$ cat config.mk
export PLATFORM = sky130hd
export DESIGN_NAME = pcc_parser
export DESIGN_NICKNAME = d
export VERILOG_FILES = /design/src/hw/rtl/pcc_pkg.sv /design/src/hw/rtl/pcc_parser.sv
export SDC_FILE = /design/constraint.sdc
export NUM_CORES = 1
export LEC_CHECK = 0
export BUFFER_PORTS_ARGS = -buffer_cell sky130_fd_sc_hd__buf_2
export CAP_MARGIN = 25
export CELL_PAD_IN_SITES_DETAIL_PLACEMENT = 2
export CELL_PAD_IN_SITES_GLOBAL_PLACEMENT = 2
export CORE_MARGIN = 10
export CORE_UTILIZATION = 33
export DETAILED_ROUTE_END_ITERATION = 8
export PLACE_DENSITY_LB_ADDON = 0.1
export SLEW_MARGIN = 40
export SYNTH_ARGS = -nofsm -noshare
export SYNTH_HDL_FRONTEND = slang
export SYNTH_SLANG_ARGS = --single-unit
$ cat constraint.sdc
create_clock -name clock -period 21.6 [get_ports clock]
set_input_delay 4.32 -clock clock [delete_from_list [all_inputs] [get_ports clock]]
set_output_delay 4.32 -clock clock [all_outputs]
set_load 0.005 [all_outputs]
$ cat src/hw/rtl/pcc_pkg.sv
// ----------------------------------------------------------------------------
// PNG chunk CRC checker package
// Phase codes, status codes, word types and the byte-wide CRC-32 update.
// ----------------------------------------------------------------------------
package pcc_pkg;

   localparam int HdrDepth = 13;

   localparam logic [2:0] PH_SIG  = 3'd0;
   localparam logic [2:0] PH_LEN  = 3'd1;
   localparam logic [2:0] PH_TYPE = 3'd2;
   localparam logic [2:0] PH_DATA = 3'd3;
   localparam logic [2:0] PH_CRC  = 3'd4;

   localparam logic [1:0] ST_OK      = 2'd0;
   localparam logic [1:0] ST_CRC_ERR = 2'd1;
   localparam logic [1:0] ST_SIG_ERR = 2'd2;

   localparam logic [31:0] CRC_POLY  = 32'hEDB8_8320;
   localparam logic [31:0] ALL_ONES  = 32'hFFFF_FFFF;
   localparam logic [31:0] TYPE_IHDR = 32'h4948_4452;

   localparam logic [7:0] PNG_SIG [8] = '{8'd137, 8'd80, 8'd78, 8'd71,
                                          8'd13, 8'd10, 8'd26, 8'd10};

   typedef struct packed {
      logic [7:0] data_byte;
      logic       file_start;
   } req_word_type;

   typedef struct packed {
      logic [1:0]  status;
      logic [31:0] chunk_type;
      logic [30:0] chunk_length;
      logic [30:0] image_width;
      logic [30:0] image_height;
      logic [7:0]  bit_depth;
      logic [7:0]  color_type;
      logic [7:0]  compression_method;
      logic [7:0]  filter_method;
      logic [7:0]  interlace_method;
   } rsp_word_type;

   typedef struct packed {
      logic         emit;
      rsp_word_type word;
   } step_type;

   // reflected CRC-32, one byte
   function automatic logic [31:0] crc_byte(input logic [31:0] c, input logic [7:0] b);
      logic [31:0] r;
      r = c ^ {24'd0, b};
      for (int k = 0; k < 8; k++) begin
         r = r[0] ? ((r >> 1) ^ CRC_POLY) : (r >> 1);
      end
      return r;
   endfunction

endpackage

$ cat src/hw/rtl/pcc_parser.sv
// ----------------------------------------------------------------------------
// PNG chunk CRC checker parser
// Signature check, chunk framing, running CRC and IHDR capture, one byte a cycle while advance is high.
// ----------------------------------------------------------------------------
module pcc_parser (
   input  logic                  clock,
   input  logic                  reset,
   input  logic                  advance,
   input  pcc_pkg::req_word_type word,
   output pcc_pkg::step_type     step
);

   logic [2:0]  phase_ff, phase_in;
   logic [31:0] cnt_ff, cnt_in;
   logic [31:0] crc_ff, crc_in;
   logic [31:0] len_ff, len_in;
   logic [31:0] type_ff, type_in;
   logic [31:0] scrc_ff, scrc_in;
   logic        halted_ff, halted_in;
   logic [7:0]  hdr_ff [pcc_pkg::HdrDepth];
   logic [7:0]  hdr_in [pcc_pkg::HdrDepth];

   logic [2:0]  phase_e;
   logic [31:0] cnt_e, crc_e, cnt_inc, crc_upd, scrc_shift;
   logic        halted_e;
   logic [7:0]  b;

   // a file start restarts parsing with this byte as signature byte 0
   assign b        = word.data_byte;
   assign phase_e  = word.file_start ? pcc_pkg::PH_SIG : phase_ff;
   assign cnt_e    = word.file_start ? 32'd0 : cnt_ff;
   assign crc_e    = word.file_start ? pcc_pkg::ALL_ONES : crc_ff;
   assign halted_e = word.file_start ? 1'b0 : halted_ff;
   assign cnt_inc  = cnt_e + 32'd1;
   assign crc_upd  = pcc_pkg::crc_byte(crc_e, b);
   assign scrc_shift = {scrc_ff[23:0], b};

   always_comb begin
      phase_in  = phase_e;
      cnt_in    = cnt_e;
      crc_in    = crc_e;
      len_in    = len_ff;
      type_in   = type_ff;
      scrc_in   = scrc_ff;
      halted_in = halted_e;
      hdr_in    = hdr_ff;
      step      = '0;

      if (!halted_e) begin
         case (phase_e)
            pcc_pkg::PH_SIG: begin
               if (b != pcc_pkg::PNG_SIG[cnt_e[2:0]]) begin
                  halted_in        = 1'b1;
                  step.emit        = 1'b1;
                  step.word.status = pcc_pkg::ST_SIG_ERR;
               end else if (cnt_e[2:0] == 3'd7) begin
                  phase_in = pcc_pkg::PH_LEN;
                  cnt_in   = 32'd0;
               end else begin
                  cnt_in = cnt_inc;
               end
            end
            pcc_pkg::PH_LEN: begin
               len_in = {len_ff[23:0], b};
               if (cnt_e[1:0] == 2'd3) begin
                  phase_in = pcc_pkg::PH_TYPE;
                  cnt_in   = 32'd0;
                  crc_in   = pcc_pkg::ALL_ONES;
                  for (int i = 0; i < pcc_pkg::HdrDepth; i++) begin
                     hdr_in[i] = 8'd0;
                  end
               end else begin
                  cnt_in = cnt_inc;
               end
            end
            pcc_pkg::PH_TYPE: begin
               type_in = {type_ff[23:0], b};
               crc_in  = crc_upd;
               if (cnt_e[1:0] == 2'd3) begin
                  phase_in = (len_ff == 32'd0) ? pcc_pkg::PH_CRC : pcc_pkg::PH_DATA;
                  cnt_in   = 32'd0;
               end else begin
                  cnt_in = cnt_inc;
               end
            end
            pcc_pkg::PH_DATA: begin
               if (cnt_e < 32'(pcc_pkg::HdrDepth)) begin
                  hdr_in[cnt_e[3:0]] = b;
               end
               crc_in = crc_upd;
               if (cnt_inc == len_ff) begin
                  phase_in = pcc_pkg::PH_CRC;
                  cnt_in   = 32'd0;
               end else begin
                  cnt_in = cnt_inc;
               end
            end
            pcc_pkg::PH_CRC: begin
               scrc_in = scrc_shift;
               if (cnt_e[1:0] == 2'd3) begin
                  step.emit              = 1'b1;
                  step.word.chunk_type   = type_ff;
                  step.word.chunk_length = len_ff[30:0];
                  if ((crc_e ^ pcc_pkg::ALL_ONES) == scrc_shift) begin
                     step.word.status = pcc_pkg::ST_OK;
                  end else begin
                     step.word.status = pcc_pkg::ST_CRC_ERR;
                     halted_in        = 1'b1;
                  end
                  if (type_ff == pcc_pkg::TYPE_IHDR) begin
                     step.word.image_width  = {hdr_ff[0][6:0], hdr_ff[1], hdr_ff[2],
                                               hdr_ff[3]};
                     step.word.image_height = {hdr_ff[4][6:0], hdr_ff[5], hdr_ff[6],
                                               hdr_ff[7]};
                     step.word.bit_depth          = hdr_ff[8];
                     step.word.color_type         = hdr_ff[9];
                     step.word.compression_method = hdr_ff[10];
                     step.word.filter_method      = hdr_ff[11];
                     step.word.interlace_method   = hdr_ff[12];
                  end
                  phase_in = pcc_pkg::PH_LEN;
                  cnt_in   = 32'd0;
               end else begin
                  cnt_in = cnt_inc;
               end
            end
            default: begin
               halted_in = 1'b1;
            end
         endcase
      end
   end

   always_ff @(posedge clock) begin
      if (reset) begin
         phase_ff  <= pcc_pkg::PH_SIG;
         cnt_ff    <= 32'd0;
         crc_ff    <= pcc_pkg::ALL_ONES;
         halted_ff <= 1'b0;
      end else if (advance) begin
         phase_ff  <= phase_in;
         cnt_ff    <= cnt_in;
         crc_ff    <= crc_in;
         halted_ff <= halted_in;
      end
      if (advance) begin
         len_ff  <= len_in;
         type_ff <= type_in;
         scrc_ff <= scrc_in;
         hdr_ff  <= hdr_in;
      end
   end

endmodule

==> out/results.tsv <==
stage	metric	value	unit
status	status	finished, final reports clean	
floorplanning	initial_utilization	33.4	%
yosys	netlist.area_leader.share	36.7	%
floorplanning	die_w	237	µm
job	max_cap_violations	0	
power	power_density	66.1	nW/µm²
placed_design	pre_cts_ws	8.92	ns
placed_design	globalplace.congestion	0.874	
global_route	antenna_found_initial	1	
timing	finalCritPeriodShare	58.2	%
global_route	grt_util_met3	3.22	%
clock_tree	cts_buffer_depth	3	
yosys	synth.distinct_cells	80	
critical_path	crit_slowest_cell	a2111oi_0	
clock_tree	clock-root-buffer	clkbuf_16	
yosys	synth_edf_count	190	
timing	drv_slew	0	
floorplanning	die_area	56200	µm²
timing	finalSetupViolCount	0	
yosys	syn-cell-area	15500	µm²
global_route	grt.met1_usage	28.2	%
clock_tree	postCtsHoldBufs	0	
timing	slew_headroom	38.4	%
yosys	ys_ff_latch	258	
drt	totalWireLength	63.4	mm
timing	tightestPinTransition	0.900	ns
drt	routedWlPerCell	25.3	µm
critical_path	cp-start-kind	input pin	
cells_and_area	n_antenna_cell	0	
global_route	met2_usage	37.0	%
yosys	synth_top_cells_by_area	edfxtp_1, dfxtp_1, and2_1	
cells_and_area	drive_above_1_share	15.7	%
drt	drt_iter0_drc	798	
critical_path	path_cells	buf_4 -> buf_4 -> nor2_1 -> xnor2_2 -> ha_1 -> nand2_1 -> a21oi_1 -> o311a_1 -> nand4_1 -> a21oi_1 -> nand4_1 -> a2111oi_0 -> nor4b_1 -> and2_1 -> buf_2	
drt	first_pass_iters	6	
cells_and_area	finalNetCount	1892	
yosys	async_flop_share	0	%
timing	min_period	12.58	ns
yosys	synth_compound_area_share	14.6	%
placed_design	dpl.hpwl	43.8	mm
critical_path	crit_type	input pin to output pin	
yosys	synth_warnings	0	
critical_path	arrival	8.26	ns
global_route	grt_first_pass_wirelength	96.5	mm
floorplanning	core_area	46600	µm²
yosys	synthFlopType	edfxtp_1	
clock_tree	clock_sinks	258	
yosys	synth.most_common_cell	nand2_1	
global_route	grt_usage	21.8	%
drt	drc_errors	0	
critical_path	crit_buf_inv	3	
timing	post-route-worst-setup-slack	9.02	ns
yosys	netlist_top_cells_count	nand2_1, edfxtp_1, and2_1, a21oi_1, nor2_1	
drt	viasPerCell	5.65	
yosys	syn_area_per_cell	8.83	µm²
clock_tree	cts_resized	0	
yosys	seq_area_frac_synth	45.5	%
drt	drtAntennaViolNets	0	
global_route	grt_pass1_vias	15092	
yosys	synthCells	1760	
cells_and_area	areaGrowthSynthToFinish	16.3	%
clock_tree	worstSkewPairLatency	0.54	ns
drt	num_vias	14155	
critical_path	worst-r2r-setup-slack	16.19	ns
global_route	gr-total-overflow	0	
critical_path	path_max_fanout	37	
critical_path	end_kind	output pin	
global_route	busiest_layer	met2	
clock_tree	cts_tree	built	
floorplanning	die_h	237	µm
timing	max_freq	79.5	MHz
cells_and_area	filler_cell_count	5173	
clock_tree	cts_setup_buffers	0	
timing	final_hold_viol_count	0	
yosys	syn-num-nets	1780	
critical_path	crit_required	17.28	ns
yosys	synth_fa_ha_area_share	0.644	%
clock_tree	clkTransAtPathRegs	0.05	ns
power	p_leak	0.00673	µW
cells_and_area	final-seq-area	7070	µm²
clock_tree	cts_max_level	2	
yosys	synth_top_family_by_area	simple AND/OR/NAND/NOR gates	
critical_path	cpLargestDelayFamily	compound AO/OA/AOI/OAI gates	
critical_path	slowest_delay	0.82	ns
yosys	yosysTopAreaCell	edfxtp_1	
worst_hold_path	hold_path.class	register to register	
floorplanning	num_rows	79	
yosys	synthMuxAreaShare	1.32	%
timing	rsz0062_at_grt	no	
timing	finalSetupTns	0	ns
timing	fin_skew	0.0217	ns
placed_design	portBuffers	179	
power	max-vdd-ir-drop	58.1	µV
cells_and_area	multi_input_area	8010	µm²
yosys	synth-xor-area-share	6.87	%
clock_tree	numCtsBuffers	34	
yosys	synth-simple-area-share	27.3	%
global_route	grt_max_degree	103	
floorplanning	io_pins	180	
-- state kept, by name (all words and copies together) (netlist names) --
register	count
hdr_ff	102
len_ff	32
crc_ff	32
halted_ff	1
type_ff	32
phase_ff	3
cnt_ff	32
scrc_ff	24
-- cells by family (layout without fill, tap and decap cells) --
group / after synthesis / in the layout
adder cells (fa/ha/maj): 8 / 8
XOR/XNOR: 121 / 121
buffers and inverters: 152 / 289
flip-flops: 258 / 258
AND/OR/NAND/NOR: 825 / 825
multiplexers: 20 / 20
AO/OA/AOI/OAI: 376 / 376
-- power by group --
part / internal [µW] / switching (µW) / leakage (µW)
sequential: 533 / 7.72 / 0.00240
combinational: 34.6 / 75.7 / 0.00382
clock: 316 / 229 / 0.000513
-- final timing paths --
check,cells after the start,to,from
max,15,step[165],word[0]
max reg2reg,11,cnt_ff[15]$_SDFFE_PP0P_,cnt_ff[2]$_SDFFE_PP0P_
min reg2reg,0,type_ff[9]$_DFFE_PP_,type_ff[1]$_DFFE_PP_
min,0,type_ff[9]$_DFFE_PP_,type_ff[1]$_DFFE_PP_
-- area by class of cell --
type,instances,area share (%)
clock buffers,43,5.12
clock inverters,18,0.664
inverters,24,0.512
multi-input cells,1350,44.3
flip-flops and latches,258,39.1
well taps,607,4.20
repair buffers,204,6.08
-- layer usage --
layer,vias to the layer above,routed length (µm)
met5,-,0
met4,0,1450
met3,82,3180
met2,327,30900
met1,7245,27800
li1,6501,-
-- metrics by stage --
step	hold slack, ns	std cells	util [%]	total power [µW]	area [µm²]
2_1_floorplan	0.426	1760	-	619	15500
3_3_place_gp	0.446	2443	36.4	657	16900
3_5_place_dp	0.453	2443	36.5	660	17000
4_1_cts	0.466	2504	38.7	1210	18000
5_1_grt	0.477	2504	38.8	1240	18100
6_report	0.462	2504	38.8	1200	18100
-- placed cells by master (no fill, tap or decap), types with 36 or more instances in the layout --
cell / instances
o21ai_0: 99
xnor2_1: 78
nand2_1: 259
nor2_1: 123
buf_2: 177
dfxtp_1: 68
nand3_1: 68
and2_1: 174
a21oi_1: 136
edfxtp_1: 190
xor2_1: 36
Power figures use the tool's default switching activity.
